**src/hw/rtl/quadrature_knob_rate_and_switch_assert.svh**
```systemverilog
// Assertion macros for the quadrature knob rate and switch block.
`ifndef QUADRATURE_KNOB_RATE_AND_SWITCH_ASSERT_SVH
`define QUADRATURE_KNOB_RATE_AND_SWITCH_ASSERT_SVH

// Same-cycle implication, disabled in reset.
`define QKRS_ASSERT_IMP(label, ante, cons) \
  label: assert property (@(posedge clk_i) disable iff (!rst_ni) (ante) |-> (cons)) \
    else $error("qkrs assertion failed");

// Next-cycle implication, disabled in reset.
`define QKRS_ASSERT_NXT(label, ante, cons) \
  label: assert property (@(posedge clk_i) disable iff (!rst_ni) (ante) |=> (cons)) \
    else $error("qkrs assertion failed");

`endif

```
**src/hw/rtl/qkrs_pkg.sv**
```systemverilog
// Shared types, constants and the transition table of the knob decoder.
package qkrs_pkg;

  localparam int unsigned COUNT_WIDTH_DEF      = 16;
  localparam int unsigned TICKS_PER_SECOND_DEF = 1000000;
  localparam int unsigned TIME_W               = 32;
  localparam int unsigned THR_W                = 8;
  localparam logic [7:0]  THR_RESET            = 8'd2;

  typedef enum logic [1:0] {
    REQ_AB   = 2'd0,
    REQ_SW   = 2'd1,
    REQ_TICK = 2'd2
  } req_e;

  localparam logic KIND_RATE   = 1'b0;
  localparam logic KIND_SWITCH = 1'b1;

  typedef struct packed {
    logic busy;
    logic done;
  } qkrs_sts_t;

  // index is {new_ab, old_ab}
  function automatic logic signed [2:0] step_delta(input logic [3:0] idx);
    logic signed [2:0] d;
    unique case (idx)
      4'd1, 4'd7, 4'd8, 4'd14:  d = 3'sd1;
      4'd2, 4'd4, 4'd11, 4'd13: d = -3'sd1;
      4'd3, 4'd12:              d = 3'sd2;
      4'd6, 4'd9:               d = -3'sd2;
      default:                  d = 3'sd0;
    endcase
    return d;
  endfunction

endpackage

```
**src/hw/rtl/qkrs_mul.sv**
```systemverilog
// Bit-serial multiplier: magnitude times the tick rate, one magnitude bit per cycle.
module qkrs_mul #(
  parameter int unsigned COUNT_WIDTH      = qkrs_pkg::COUNT_WIDTH_DEF,
  parameter int unsigned TICKS_PER_SECOND = qkrs_pkg::TICKS_PER_SECOND_DEF,
  localparam int unsigned TW = $clog2(TICKS_PER_SECOND + 1),
  localparam int unsigned PW = COUNT_WIDTH + TW
) (
  input  logic                    clk_i,
  input  logic                    rst_ni,
  input  logic                    start_i,
  input  logic [COUNT_WIDTH-1:0]  mag_i,
  output qkrs_pkg::qkrs_sts_t     sts_o,
  output logic [PW-1:0]           prod_o
);
  import qkrs_pkg::*;

  localparam int unsigned CW = $clog2(COUNT_WIDTH);
  localparam logic [PW-1:0] TPS = PW'(TICKS_PER_SECOND);

  logic                   busy_q, done_q;
  logic [CW-1:0]          cnt_q;
  logic [COUNT_WIDTH-1:0] m_q;
  logic [PW-1:0]          p_q, p_d;

  // Horner form, most significant magnitude bit first
  assign p_d = {p_q[PW-2:0], 1'b0} + (m_q[COUNT_WIDTH-1] ? TPS : '0);

  always_ff @(posedge clk_i or negedge rst_ni) begin
    if (!rst_ni) begin
      busy_q <= 1'b0;
      done_q <= 1'b0;
      cnt_q  <= '0;
    end else begin
      done_q <= 1'b0;
      if (start_i) begin
        busy_q <= 1'b1;
        cnt_q  <= '0;
      end else if (busy_q) begin
        cnt_q <= cnt_q + 1'b1;
        if (cnt_q == CW'(COUNT_WIDTH - 1)) begin
          busy_q <= 1'b0;
          done_q <= 1'b1;
        end
      end
    end
  end

  always_ff @(posedge clk_i) begin
    if (start_i) begin
      m_q <= mag_i;
      p_q <= '0;
    end else if (busy_q) begin
      m_q <= {m_q[COUNT_WIDTH-2:0], 1'b0};
      p_q <= p_d;
    end
  end

  assign sts_o.busy = busy_q;
  assign sts_o.done = done_q;
  assign prod_o     = p_q;

endmodule

```
**src/hw/rtl/qkrs_div.sv**
```systemverilog
// Restoring divider, one quotient bit per cycle, with signed clamp of the rate.
module qkrs_div #(
  parameter int unsigned COUNT_WIDTH      = qkrs_pkg::COUNT_WIDTH_DEF,
  parameter int unsigned TICKS_PER_SECOND = qkrs_pkg::TICKS_PER_SECOND_DEF,
  localparam int unsigned TW = $clog2(TICKS_PER_SECOND + 1),
  localparam int unsigned PW = COUNT_WIDTH + TW
) (
  input  logic                         clk_i,
  input  logic                         rst_ni,
  input  logic                         start_i,
  input  logic [PW-1:0]                dividend_i,
  input  logic [qkrs_pkg::TIME_W-1:0]  divisor_i,
  input  logic                         neg_i,
  output qkrs_pkg::qkrs_sts_t          sts_o,
  output logic signed [31:0]           rate_o
);
  import qkrs_pkg::*;

  localparam int unsigned CW = $clog2(PW);

  logic              busy_q, done_q;
  logic [CW-1:0]     cnt_q;
  logic [PW-1:0]     n_q;
  logic [TIME_W-1:0] dv_q, rem_q;
  logic [31:0]       q_q;
  logic              ovf_q;
  logic [TIME_W:0]   trial, diff;
  logic              ge;
  logic              q_big;

  assign trial = {rem_q, n_q[PW-1]};
  assign diff  = trial - {1'b0, dv_q};
  assign ge    = !diff[TIME_W];

  always_ff @(posedge clk_i or negedge rst_ni) begin
    if (!rst_ni) begin
      busy_q <= 1'b0;
      done_q <= 1'b0;
      cnt_q  <= '0;
    end else begin
      done_q <= 1'b0;
      if (start_i) begin
        busy_q <= 1'b1;
        cnt_q  <= '0;
      end else if (busy_q) begin
        cnt_q <= cnt_q + 1'b1;
        if (cnt_q == CW'(PW - 1)) begin
          busy_q <= 1'b0;
          done_q <= 1'b1;
        end
      end
    end
  end

  always_ff @(posedge clk_i) begin
    if (start_i) begin
      n_q   <= dividend_i;
      dv_q  <= divisor_i;
      rem_q <= '0;
      q_q   <= '0;
      ovf_q <= 1'b0;
    end else if (busy_q) begin
      n_q   <= {n_q[PW-2:0], 1'b0};
      rem_q <= ge ? diff[TIME_W-1:0] : trial[TIME_W-1:0];
      q_q   <= {q_q[30:0], ge};
      ovf_q <= ovf_q | q_q[31];
    end
  end

  // quotient of 2^31 or more clamps either way
  assign q_big = ovf_q | q_q[31];

  always_comb begin
    if (neg_i) begin
      rate_o = q_big ? 32'sh8000_0000 : -$signed(q_q);
    end else begin
      rate_o = q_big ? 32'sh7FFF_FFFF : $signed(q_q);
    end
  end

  assign sts_o.busy = busy_q;
  assign sts_o.done = done_q;

endmodule

```
**src/hw/rtl/quadrature_knob_rate_and_switch.sv**
```systemverilog
// Top level of the quadrature knob decoder with rate and switch reporting.
//
// Input channel (in_valid_i / in_stall_o) carries A/B samples, switch samples
// and microsecond ticks. A/B and switch items give no result. A tick that
// finds a sample since the previous acting tick may give a rate item, a
// switch item, or both (rate first, last_o on the final one). A switch-only
// tick gives its item in the next cycle. A rate is computed by the bit-serial
// multiplier and then the restoring divider, one bit per cycle each; a zero
// interval skips both. Input is stalled while a rate is computed, and a tick
// is stalled while a result is still held. One output register holds a
// result while out_stall_i is high; a pending switch item follows once the
// rate item is taken. cfg_we_i writes the report threshold. Reset clears
// all state; the threshold resets to 2.
module quadrature_knob_rate_and_switch #(
  parameter int unsigned COUNT_WIDTH      = qkrs_pkg::COUNT_WIDTH_DEF,
  parameter int unsigned TICKS_PER_SECOND = qkrs_pkg::TICKS_PER_SECOND_DEF
) (
  input  logic                         clk_i,
  input  logic                         rst_ni,
  input  logic                         cfg_we_i,
  input  logic [qkrs_pkg::THR_W-1:0]   cfg_wdata_i,
  input  logic                         in_valid_i,
  output logic                         in_stall_o,
  input  logic [1:0]                   req_type_i,
  input  logic                         pin_a_i,
  input  logic                         pin_b_i,
  input  logic                         switch_level_i,
  input  logic [qkrs_pkg::TIME_W-1:0]  now_us_i,
  output logic                         out_valid_o,
  input  logic                         out_stall_i,
  output logic                         result_kind_o,
  output logic signed [31:0]           steps_per_second_o,
  output logic                         is_pressed_o,
  output logic                         last_o
);
  import qkrs_pkg::*;

  localparam int unsigned W  = COUNT_WIDTH;
  localparam int unsigned PW = COUNT_WIDTH + $clog2(TICKS_PER_SECOND + 1);

  typedef enum logic [2:0] {
    S_IDLE = 3'b001,
    S_MUL  = 3'b010,
    S_DIV  = 3'b100
  } state_e;

  state_e            state_q;
  logic signed [W-1:0] count_q;
  logic [1:0]        prev_ab_q;
  logic [TIME_W-1:0] last_time_q, delta_q;
  logic              pend_q, pressed_q, reported_q;
  logic [THR_W-1:0]  thr_q;
  logic              sw_pend_q, sw_val_q, neg_q;
  logic              out_valid_q, out_kind_q, out_press_q, out_last_q;
  logic signed [31:0] out_rate_q;

  logic              in_acc, out_acc;
  logic              is_ab, is_sw, is_tick;
  logic [1:0]        ab;
  logic signed [2:0] dstep;
  logic [W:0]        sum;
  logic [W-1:0]      count_sat, mag;
  logic [TIME_W-1:0] delta_now;
  logic              rate_go, sw_go, mul_go;
  qkrs_sts_t         mul_sts, div_sts;
  logic [PW-1:0]     prod;
  logic signed [31:0] rate;

  assign is_ab   = req_type_i == REQ_AB;
  assign is_sw   = req_type_i == REQ_SW;
  assign is_tick = req_type_i == REQ_TICK;

  assign in_stall_o = (state_q != S_IDLE) || (is_tick && (out_valid_q || sw_pend_q));
  assign in_acc     = in_valid_i && !in_stall_o;
  assign out_acc    = out_valid_q && !out_stall_i;

  assign ab    = {pin_a_i, pin_b_i};
  assign dstep = step_delta({ab, prev_ab_q});
  assign sum   = {count_q[W-1], count_q} + {{(W-2){dstep[2]}}, dstep};

  always_comb begin
    if (sum[W] != sum[W-1]) begin
      count_sat = sum[W] ? {1'b1, {(W-1){1'b0}}} : {1'b0, {(W-1){1'b1}}};
    end else begin
      count_sat = sum[W-1:0];
    end
  end

  assign mag       = count_q[W-1] ? W'(0) - count_q : count_q;
  assign delta_now = now_us_i - last_time_q;
  assign rate_go   = pend_q && (mag > W'(thr_q));
  assign sw_go     = pend_q && (pressed_q != reported_q);
  assign mul_go    = in_acc && is_tick && rate_go && (delta_now != '0);

  qkrs_mul #(
    .COUNT_WIDTH      (COUNT_WIDTH),
    .TICKS_PER_SECOND (TICKS_PER_SECOND)
  ) u_mul (
    .clk_i   (clk_i),
    .rst_ni  (rst_ni),
    .start_i (mul_go),
    .mag_i   (mag),
    .sts_o   (mul_sts),
    .prod_o  (prod)
  );

  qkrs_div #(
    .COUNT_WIDTH      (COUNT_WIDTH),
    .TICKS_PER_SECOND (TICKS_PER_SECOND)
  ) u_div (
    .clk_i      (clk_i),
    .rst_ni     (rst_ni),
    .start_i    (mul_sts.done),
    .dividend_i (prod),
    .divisor_i  (delta_q),
    .neg_i      (neg_q),
    .sts_o      (div_sts),
    .rate_o     (rate)
  );

  always_ff @(posedge clk_i or negedge rst_ni) begin
    if (!rst_ni) begin
      state_q     <= S_IDLE;
      count_q     <= '0;
      prev_ab_q   <= '0;
      last_time_q <= '0;
      delta_q     <= '0;
      pend_q      <= 1'b0;
      pressed_q   <= 1'b0;
      reported_q  <= 1'b0;
      thr_q       <= THR_RESET;
      sw_pend_q   <= 1'b0;
      sw_val_q    <= 1'b0;
      neg_q       <= 1'b0;
      out_valid_q <= 1'b0;
      out_kind_q  <= KIND_RATE;
      out_press_q <= 1'b0;
      out_last_q  <= 1'b0;
      out_rate_q  <= '0;
    end else begin
      if (cfg_we_i) begin
        thr_q <= cfg_wdata_i;
      end

      if (out_acc) begin
        if (sw_pend_q && (state_q == S_IDLE)) begin
          out_kind_q  <= KIND_SWITCH;
          out_rate_q  <= '0;
          out_press_q <= sw_val_q;
          out_last_q  <= 1'b1;
          sw_pend_q   <= 1'b0;
        end else begin
          out_valid_q <= 1'b0;
        end
      end

      unique case (state_q)
        S_IDLE: begin
          if (in_acc && is_ab) begin
            pend_q    <= 1'b1;
            count_q   <= count_sat;
            prev_ab_q <= ab;
          end else if (in_acc && is_sw) begin
            pend_q    <= 1'b1;
            pressed_q <= !switch_level_i;
          end else if (in_acc && is_tick && pend_q) begin
            pend_q <= 1'b0;
            if (sw_go) begin
              reported_q <= pressed_q;
            end
            if (rate_go) begin
              last_time_q <= now_us_i;
              count_q     <= '0;
              sw_pend_q   <= sw_go;
              sw_val_q    <= pressed_q;
              if (delta_now == '0) begin
                out_valid_q <= 1'b1;
                out_kind_q  <= KIND_RATE;
                out_rate_q  <= count_q[W-1] ? 32'sh8000_0000 : 32'sh7FFF_FFFF;
                out_press_q <= 1'b0;
                out_last_q  <= !sw_go;
              end else begin
                delta_q <= delta_now;
                neg_q   <= count_q[W-1];
                state_q <= S_MUL;
              end
            end else if (sw_go) begin
              out_valid_q <= 1'b1;
              out_kind_q  <= KIND_SWITCH;
              out_rate_q  <= '0;
              out_press_q <= pressed_q;
              out_last_q  <= 1'b1;
            end
          end
        end
        S_MUL: begin
          if (mul_sts.done) begin
            state_q <= S_DIV;
          end
        end
        S_DIV: begin
          if (div_sts.done) begin
            out_valid_q <= 1'b1;
            out_kind_q  <= KIND_RATE;
            out_rate_q  <= rate;
            out_press_q <= 1'b0;
            out_last_q  <= !sw_pend_q;
            state_q     <= S_IDLE;
          end
        end
        default: state_q <= S_IDLE;
      endcase
    end
  end

  assign out_valid_o        = out_valid_q;
  assign result_kind_o      = out_kind_q;
  assign steps_per_second_o = out_rate_q;
  assign is_pressed_o       = out_press_q;
  assign last_o             = out_last_q;

`include "quadrature_knob_rate_and_switch_assert.svh"

  `QKRS_ASSERT_IMP(a_rate_slot_free, div_sts.done, !out_valid_q)
  `QKRS_ASSERT_IMP(a_mul_in_state, mul_sts.busy, state_q == S_MUL)
  `QKRS_ASSERT_IMP(a_div_in_state, div_sts.busy, state_q == S_DIV)
  `QKRS_ASSERT_IMP(a_sw_behind_rate, sw_pend_q && !out_valid_q,
                   (state_q == S_MUL) || (state_q == S_DIV))
  `QKRS_ASSERT_NXT(a_mul_to_div, mul_sts.done, div_sts.busy)

endmodule

```
**config.mk**
```make
export PLATFORM = sky130hd
export DESIGN_NAME = quadrature_knob_rate_and_switch
export DESIGN_NICKNAME = d
export VERILOG_FILES = /design/src/hw/rtl/qkrs_pkg.sv /design/src/hw/rtl/qkrs_mul.sv /design/src/hw/rtl/qkrs_div.sv /design/src/hw/rtl/quadrature_knob_rate_and_switch.sv
export VERILOG_INCLUDE_DIRS = /design/src /design/src/hw/rtl
export SDC_FILE = /design/constraint.sdc
export NUM_CORES = 1
export LEC_CHECK = 0
export BUFFER_PORTS_ARGS = -buffer_cell sky130_fd_sc_hd__buf_2
export CAP_MARGIN = 20
export CORE_ASPECT_RATIO = 1.75
export CORE_MARGIN = 2
export CORE_UTILIZATION = 46
export DETAILED_ROUTE_END_ITERATION = 10
export SKIP_LAST_GASP = 1
export SYNTH_ARGS = -nofsm -noshare
export SYNTH_HDL_FRONTEND = slang
export SYNTH_SLANG_ARGS = --single-unit
```
**constraint.sdc**
```tcl
create_clock -name clk_i -period 7.65 [get_ports clk_i]
set_input_delay 1.53 -clock clk_i [delete_from_list [all_inputs] [get_ports clk_i]]
set_output_delay 1.53 -clock clk_i [all_outputs]
set_load 0.01 [all_outputs]
```
# Word-level counts from Yosys, hierarchy flattened
# Memory sizes are Yosys's and may differ from the RTL's.
# Cells that the tools add are included.
[op_classes] n_addsub=8 order_cmp=1 n_eq_ne=18 mux=101 bitwise=4 reduce_logical=36
[ops] operator="32-bit two-way mux" count=14
[ops] operator="16-bit two-way mux" count=9
[ops] operator="36-bit two-way mux" count=2
[ops] operator="32-bit one-hot mux with 2 select lines" count=1
[ops] operator="1-bit two-way mux" count=58
[ops] operator="36-bit adder" count=1
[ops] operator="33-bit by 32-bit subtractor with 33-bit output" count=1
[ops] operator="32-bit logical NOT" count=1
[ops] operator="32-bit negation" count=1
[ops] operator="32-bit nonzero test" count=1
[ops] operator="32-bit subtractor" count=1
[ops] operator="3-bit two-way mux" count=7
[ops] operator="20-bit two-way mux" count=1
[ops] operator="16-bit by 3-bit adder with 17-bit output" count=1
[ops] operator="16-bit by 8-bit > comparator with 1-bit output" count=1
[ops] operator="1-bit by 16-bit subtractor with 16-bit output, first input constant" count=1
[ops] operator="1-bit logical AND" count=12
[ops] operator="6-bit two-way mux" count=2
[ops] operator="2-bit != test, second input constant" count=5
[ops] operator="5-bit AND reduction" count=2
[ops] operator="3-bit one-hot mux with 3 select lines" count=1
[ops] operator="4-bit two-way mux" count=2
[ops] operator="1-bit one-hot mux with 2 select lines" count=4
[ops] operator="2-bit nonzero test" count=4
[ops] operator="23 further kinds" count=35
[totals] regBits=334 rom_bits=48 inputBits=50 out_inout_bits=37 word_cells=199 mem_count=1
[mem_list] name="(no name shown)" depth=16 width=3 rd=1 rd_ports_with_merged_regs=0 wr=0 line="qkrs_pkg.sv:27" source="unique case (idx)"

# Logic depth before layout (Yosys ltp)
# Gate-level depths: netlist (run 1).
[logic_depth] ltp_word=11 depth_mapped=18 mapped_depth_nobuf=17

# Hierarchy
# Synthesis (run 1) repeated with hierarchy kept, for this count alone.
[unflattened] hier_cells=2232 area_unflattened_um2=20435.8
[modules_own_cells] module="quadrature_knob_rate_and_switch" instances=1 cells_per_inst=1096 area_each_um2=9349.0 seq_area_each_um2=3380.7
[modules_own_cells] module="qkrs_div" instances=1 cells_per_inst=865 area_each_um2=8241.7 seq_area_each_um2=3543.4
[modules_own_cells] module="qkrs_mul" instances=1 cells_per_inst=271 area_each_um2=2845.2 seq_area_each_um2=1231.2

# Worst setup path before layout (run 1)
# No wires, ideal clock.
[synth_timing] path_kind="input to register" from="input port now_us_i[0] (netlist bit)" to="register u_mul.m_q[0], enable pin" t_arrival_ns=5.431 t_required_ns=7.327 slack_ns=1.896 stages=16 path_buffers=2 cell_sequence="inv_1 ha_1 fa_1 nand2b_1 a21oi_1 o22a_1 a41oi_1 o21a_1 o31ai_1 xor2_1 or4_1 or3_4 o21a_1 buf_6 buf_6 or2_1"
[synth_between] elab_chain_cells=4
[synth_lines] item="start: declaration" line="quadrature_knob_rate_and_switch.sv:28" source="input logic [qkrs_pkg::TIME_W-1:0] now_us_i,"
[synth_lines] item="32-bit subtractor" line="quadrature_knob_rate_and_switch.sv:90" source="assign delta_now = now_us_i - last_time_q;"
[synth_lines] item="32-bit nonzero test" line="quadrature_knob_rate_and_switch.sv:93" source="assign mul_go = in_acc && is_tick && rate_go && (delta_now != '0);"
[synth_lines] item="1-bit logical AND" line="quadrature_knob_rate_and_switch.sv:93"
[synth_lines] item="2-bit nonzero test (no source line)"
[synth_lines] item="end signal: assignment" line="qkrs_mul.sv:50" source="m_q <= mag_i;"
[synth_lines] item="end signal: assignment" line="qkrs_mul.sv:53" source="m_q <= {m_q[COUNT_WIDTH-2:0], 1'b0};"
[synth_lines] item="end: declaration" line="qkrs_mul.sv:22" source="logic [COUNT_WIDTH-1:0] m_q;"
# Every way passes these cells.
# A chain may end at the register's enable or synchronous reset.

# Worst setup path after layout (run 1)
[layout_timing] from="input port now_us_i[0] (netlist bit)" to="register u_mul.m_q[5], enable pin"
# The elaborated chain is that of the path after synthesis.

==> impl_metrics.csv, run 1 <==
group,metric,value,unit
finish,design_area,0.0217,mm^2
global_routing,grt_max_degree,82,
place,gp_congestion,0.850,
detailed_routing,drt_wl_total,47800,um
timing,tightest_slew,0.956,ns
global_routing,grt_antenna_before_repair,3,
floorplan,ios,87,
timing,fin_ws,1.44,ns
logic_synthesis,syn-num-nets,2302,
clock_tree,cts-root-buf,"clkbuf_16",
setup_path,worst-path-buf-inv,2,
place,dp_hpwl,33900,um
logic_synthesis,synthFlopType,"dfrtp_1",
timing,finalHoldViolCount,0,
logic_synthesis,synth_seq_cells,322,
power,cellPowerDensity,439,mW/mm^2
place,placed_area,0.0206,mm^2
logic_synthesis,ys_seq_area_share,40.3,%
floorplan,rows,100,
timing,drv_slew,0,
floorplan,dieArea,0.0447,mm^2
setup_path,path_depth,15,
detailed_routing,drtIter0Drc,806,
finish,seq_area,0.00798,mm^2
timing,period_share,81.2,%
timing,slew_headroom,36.3,%
floorplan,die-height,278,um
finish,final_core_util,51.1,%
logic_synthesis,avgSynthCellArea,9.21,um^2
clock_tree,cts_tree,"yes",
setup_path,crit_family,"compound AO/OA/AOI/OAI gates",
setup_path,crit_path_cell_trace,"buf_2 -> inv_1 -> ha_1 -> fa_1 -> nand2b_1 -> a21oi_1 -> o22a_1 -> a41oi_1 -> o21a_1 -> o31ai_1 -> xor2_1 -> or4_1 -> or3_4 -> o21a_4 -> or2_1",
global_routing,grt_usage,21.6,%
global_routing,grt_pass1_vias,16200,
power,p_leak,9.41,nW
detailed_routing,drcViolationCount,0,
floorplan,die_width,161,um
worst_hold_path,min_path_type,"flip-flop to flip-flop",
detailed_routing,routedWlPerCell,17.3,um
timing,fin_setup_tns,0,ns
detailed_routing,ant_nets,0,
place,dp_slack,0.952,ns
setup_path,start_kind,"input pin",
finish,flow.area_growth_from_synthesis,9.80,%
clock_tree,clock_sink_count,322,
clock_tree,cts.path.max_buffers,3,
status,status,"finished, final reports clean",
finish,fill_cells,4053,
logic_synthesis,async_flop_share,46.3,%
clock_tree,post_cts_resized,0,
flow_run,max_cap_viol_count,0,
finish,final_nets,2331,
setup_path,worstSetupPathType,"input pin to flip-flop",
logic_synthesis,syn_inst,2148,
setup_path,slowest_delay,0.61,ns
place,io_buffers,86,
detailed_routing,vias,15800,
power,peakVddDrop,0.233,mV
floorplan,design.core.area,0.0425,mm^2
setup_path,crit_path_end_kind,"flip-flop",
timing,skew,0.0254,ns
detailed_routing,via_per_inst,5.72,
clock_tree,postCtsSetupBuffers,0,
detailed_routing,dr.pass1.iters,6,
setup_path,critPathMaxFanout,46,
global_routing,grt_overflow,0,
timing,rsz0062_at_grt,"no",
logic_synthesis,yosysWarnings,0,
global_routing,grt_pass1_wl,80500,um
timing,max_freq,161,MHz
setup_path,worst_ep_arrival_time,6.37,ns
floorplan,start_util,46.5,%
setup_path,reg2regPathDepth,13,
logic_synthesis,synth_cell_types,86,
finish,multiInputGateArea,0.0109,mm^2
timing,min_period,6.21,ns
logic_synthesis,synth-edff-count,78,
clock_tree,clk_pin_slew,0.06,ns
setup_path,required,7.81,ns
clock_tree,ctsHoldBuffers,0,
setup_path,slowest_stage,"or4_1",
logic_synthesis,syn_area,0.0198,mm^2
clock_tree,htree_levels,2,
timing,setup_viol,0,
clock_tree,cts_buffers,34,
clock_tree,insertion_delay,0.53,ns
worst_hold_path,holdPathStages,0,
finish,drive_gt1_share,12.6,%
## final timing paths
kind                                 from             end  slack (ns)
max                           now_us_i[0]    u_mul.m_q[5]        1.44
min                           delta_q[19]  u_div.dv_q[19]        0.44
max reg2reg                last_time_q[0]    u_mul.m_q[5]        2.19
min reg2reg                   delta_q[19]  u_div.dv_q[19]        0.44
max in group asynchronous          rst_ni    u_mul.done_q        5.01
min in group asynchronous          rst_ni    prev_ab_q[1]        1.08
## cell usage in the layout (no fill, tap or decap), types with 32 or more instances in the layout
cell type	count
nor2_1	218
nand2_1	214
dfrtp_1	144
o21ai_0	129
inv_1	110
ha_1	101
dfxtp_1	95
buf_2	85
a21oi_1	80
edfxtp_1	78
nor3_1	73
xnor2_1	72
mux2i_1	57
nand3_1	53
xor2_1	47
a21o_1	43
mux2_4	42
clkbuf_16	37
a211oi_1	34
mux2_2	32
## power breakdown
group / internal [W] / switching [W]
combinational: 0.00213 / 0.00266
sequential: 0.00252 / 0.000579
clock: 0.000942 / 0.000692
## per-stage QoR
step                std cells  hold slack, ns  total power [W]
CTS                      2764           0.442          0.00960
global placement         2701           0.432          0.00776
detailed placement       2702           0.433          0.00791
finish                   2766           0.441          0.00952
global route             2766           0.442           0.0103
floorplan                2148           0.425          0.00676
## registers in the layout, indices dropped and copies added (netlist names), 6 cells and up
signal              cells
last_time_q            32
u_div.q_q              32
u_div.rem_q            32
u_div.cnt_q             6
u_div.dv_q             32
count_q                16
thr_q                   8
delta_q                32
u_mul.m_q              16
u_div.n_q              30
u_mul.prod_o           30
steps_per_second_o     32
## cell usage after synthesis, drive strengths merged, types with 23 or more instances
cell    count  area [um^2]
a211oi     44          380
a21o       43          323
a21oi      81          409
a311oi     27          236
buf        26          171
clkbuf     85          319
dfrtp     147         3680
dfxtp      95         1900
edfxtp     78         2340
ha        101         1260
inv       110          413
mux2       74          991
mux2i      57          571
nand2     214          803
nand2b     23          144
nand3      54          275
nor2      221          832
nor3       74          375
o21ai     131          659
xnor2      74          648
xor2       47          412
## metal layers
metal  part of all wire (%)  vias up  GRT usage, %
li1                       -     7774             -
met1                     41     7666          24.8
met2                     52      278          40.5
met3                    2.9      109          2.46
met4                    4.2        2          8.91
met5                  0.027        -             0
## final cells by class
cell class	count	share of cell area, %
clock inverters	12	0.432
well taps	561	3.23
inverters	110	1.90
repair buffers	104	2.72
multi-input cells	1605	50.3
flip-flops and latches	322	36.8
diodes	2	0.0230
clock buffers	50	4.58
## kinds of logic (layout without fill, tap and decap cells)
logic type	count (synthesis)	in the layout	synth area share [%]
buffers and inverters	221	276	4.57
other	0	2	0
flip-flops	322	322	40.3
multiplexers	131	131	7.89
XOR/XNOR	121	121	5.36
AND/OR/NAND/NOR	755	755	18.2
adder cells (fa/ha/maj)	104	104	6.69
AO/OA/AOI/OAI	494	494	17.0
No activity file was read; power rests on OpenSTA's default activity.
==> run 2, diff against run 1 <==
==> constraint.sdc (replaced) <==
create_clock -name clk_i -period 6.3 [get_ports clk_i]
set_input_delay 1.26 -clock clk_i [delete_from_list [all_inputs] [get_ports clk_i]]
set_output_delay 1.26 -clock clk_i [all_outputs]
set_load 0.01 [all_outputs]
==> run 2 against run 1 <==
Sequential power is 21% higher; critical path depth is 1 higher; worst hold slack better by 0.0072 ns; core utilization is 0.15 points higher; via count is 0.57% lower; combinational power is 23% higher; sequential share of layout area is 0.11 points lower; largest cell class unchanged; highest routed layer is now met4.
==> impl_metrics.csv, run 2 (synthesis results as in run 1) <==
group,metric,value,unit
flow_run,max_cap_viol_count,0,
worst_hold_path,min_path_type,"flip-flop to flip-flop",
setup_path,slowest_stage,"or4_1",
detailed_routing,ant_nets,0,
global_routing,grt_pass1_vias,16000,
status,status,"finished, final reports clean",
timing,period_share,86.8,%
place,dp_hpwl,34400,um
timing,setup_viol,0,
setup_path,crit_path_end_kind,"flip-flop",
place,gp_congestion,0.905,
detailed_routing,via_per_inst,5.69,
finish,mostFrequentLayoutCell,"nor2_1",
setup_path,required,6.77,ns
global_routing,grt_usage,21.7,%
timing,fin_setup_tns,0,ns
clock_tree,post_cts_resized,0,
setup_path,worstSetupPathType,"input pin to flip-flop",
global_routing,grt_max_degree,92,
setup_path,crit_path_cell_trace,"buf_2 -> inv_1 -> ha_1 -> fa_1 -> nand2b_1 -> a21oi_1 -> o22a_1 -> a41oi_1 -> o21a_1 -> o31ai_1 -> xor2_1 -> or4_1 -> or3_4 -> o21a_4 -> buf_4 -> mux2_4",
clock_tree,postCtsSetupBuffers,0,
timing,finalHoldViolCount,0,
setup_path,worst_ep_arrival_time,5.94,ns
timing,min_period,5.47,ns
finish,final_nets,2333,
setup_path,reg2reg_slack,1.27,ns
setup_path,slowest_delay,0.61,ns
clock_tree,htree_levels,1,
power,p_leak,9.44,nW
floorplan,dieArea,0.0447,mm^2
detailed_routing,drtIter0Drc,752,
timing,rsz0062_at_grt,"no",
power,peakVddDrop,0.255,mV
clock_tree,ctsHoldBuffers,0,
timing,max_freq,183,MHz
detailed_routing,drcViolationCount,0,
power,cellPowerDensity,537,mW/mm^2
clock_tree,cts-root-buf,"clkbuf_16",
global_routing,grt_antenna_before_repair,2,
finish,drive_gt1_share,12.8,%
setup_path,critPathMaxFanout,47,
timing,skew,0.0143,ns
timing,hold_ws,0.448,ns
clock_tree,cts_buffers,31,
floorplan,ios,87,
timing,tightest_slew,1.04,ns
place,io_buffers,86,
clock_tree,cts.path.max_buffers,3,
setup_path,start_kind,"input pin",
clock_tree,clk_pin_slew,0.07,ns
clock_tree,cts_tree,"yes",
global_routing,grt_pass1_wl,80500,um
floorplan,die-height,278,um
timing,drv_slew,0,
detailed_routing,dr.pass1.iters,5,
detailed_routing,drt_wl_total,48300,um
finish,layout.cells.most_common_list,"218 x nor2_1, 214 x nand2_1, 144 x dfrtp_1, 129 x o21ai_0, 110 x inv_1",
detailed_routing,routedWlPerCell,17.4,um
floorplan,start_util,46.5,%
finish,fill_cells,4053,
finish,flow.area_growth_from_synthesis,10.1,%
floorplan,die_width,161,um
global_routing,grt_overflow,0,
floorplan,design.core.area,0.0425,mm^2
clock_tree,clock_sink_count,322,
detailed_routing,vias,15700,
floorplan,rows,100,
clock_tree,insertion_delay,0.59,ns
timing,slew_headroom,30.9,%
[run 2: changes by cell type in the layout (fill, tap and decap cells not counted), sizes merged]
cell    before  now
clkbuf      50   39
bufinv       1    7
buf        104  109
clkinv       7    6
inv        111  113
[run 2: critical path: cells and delay by family]
family	cells	cell delay, ns
AOI/OAI and AO/OA	6	1.74
xor gates and xnor gates	1	0.15
adders and majority gates	2	0.67
buffers and inverters	3	0.49
muxes	1	0.37
and+or+nand+nor	3	1.22
[run 2: final cells by class]
class,count,area [um^2],area share (%)
clock buffers,39,826,3.79
diodes,2,5.00,0.0230
well taps,561,702,3.22
flip-flops and latches,322,7980,36.7
clock inverters,19,288,1.32
repair buffers,109,629,2.89
inverters,110,413,1.90
multi-input cells,1605,10900,50.2
[run 2: metrics by stage]
stage / util (%) / std cells / worst slack (ns) / area (um^2) / total power (W)
finish: 51.2 / 2767 / 0.831 / 21800 / 0.0117
CTS: 51.2 / 2765 / 0.883 / 21800 / 0.0118
global route: 51.2 / 2767 / 0.601 / 21800 / 0.0127
floorplan: - / 2148 / 0.816 / 19800 / 0.00820
global placement: 48.5 / 2706 / 0.369 / 20600 / 0.00949
detailed placement: 48.6 / 2707 / 0.262 / 20700 / 0.00966
[run 2: worst paths after layout]
path / startpoint / end / cells past startpoint
hold reg to reg: delta_q[14] / u_div.dv_q[14] / 0
setup / recovery: now_us_i[0] / delta_q[31] / 16
hold / removal: delta_q[14] / u_div.dv_q[14] / 0
min in group asynchronous: rst_ni / count_q[1] / 1
max in group asynchronous: rst_ni / delta_q[21] / 2
setup reg to reg: last_time_q[0] / delta_q[31] / 14
[run 2: power by group]
part	leakage [nW]	internal, W	switching (W)	total [W]
Clock	0.535	0.00122	0.000851	0.00207
Combinational	5.49	0.00261	0.00326	0.00588
Sequential	3.41	0.00306	0.000700	0.00376
[run 2: per-layer routing]
layer	vias up	global-route usage [%]	wire, um
met5	-	0	0
met4	0	8.84	1830
met3	95	1.95	1400
met2	296	40.7	25300
met1	7578	25.2	19800
li1	7770	-	-
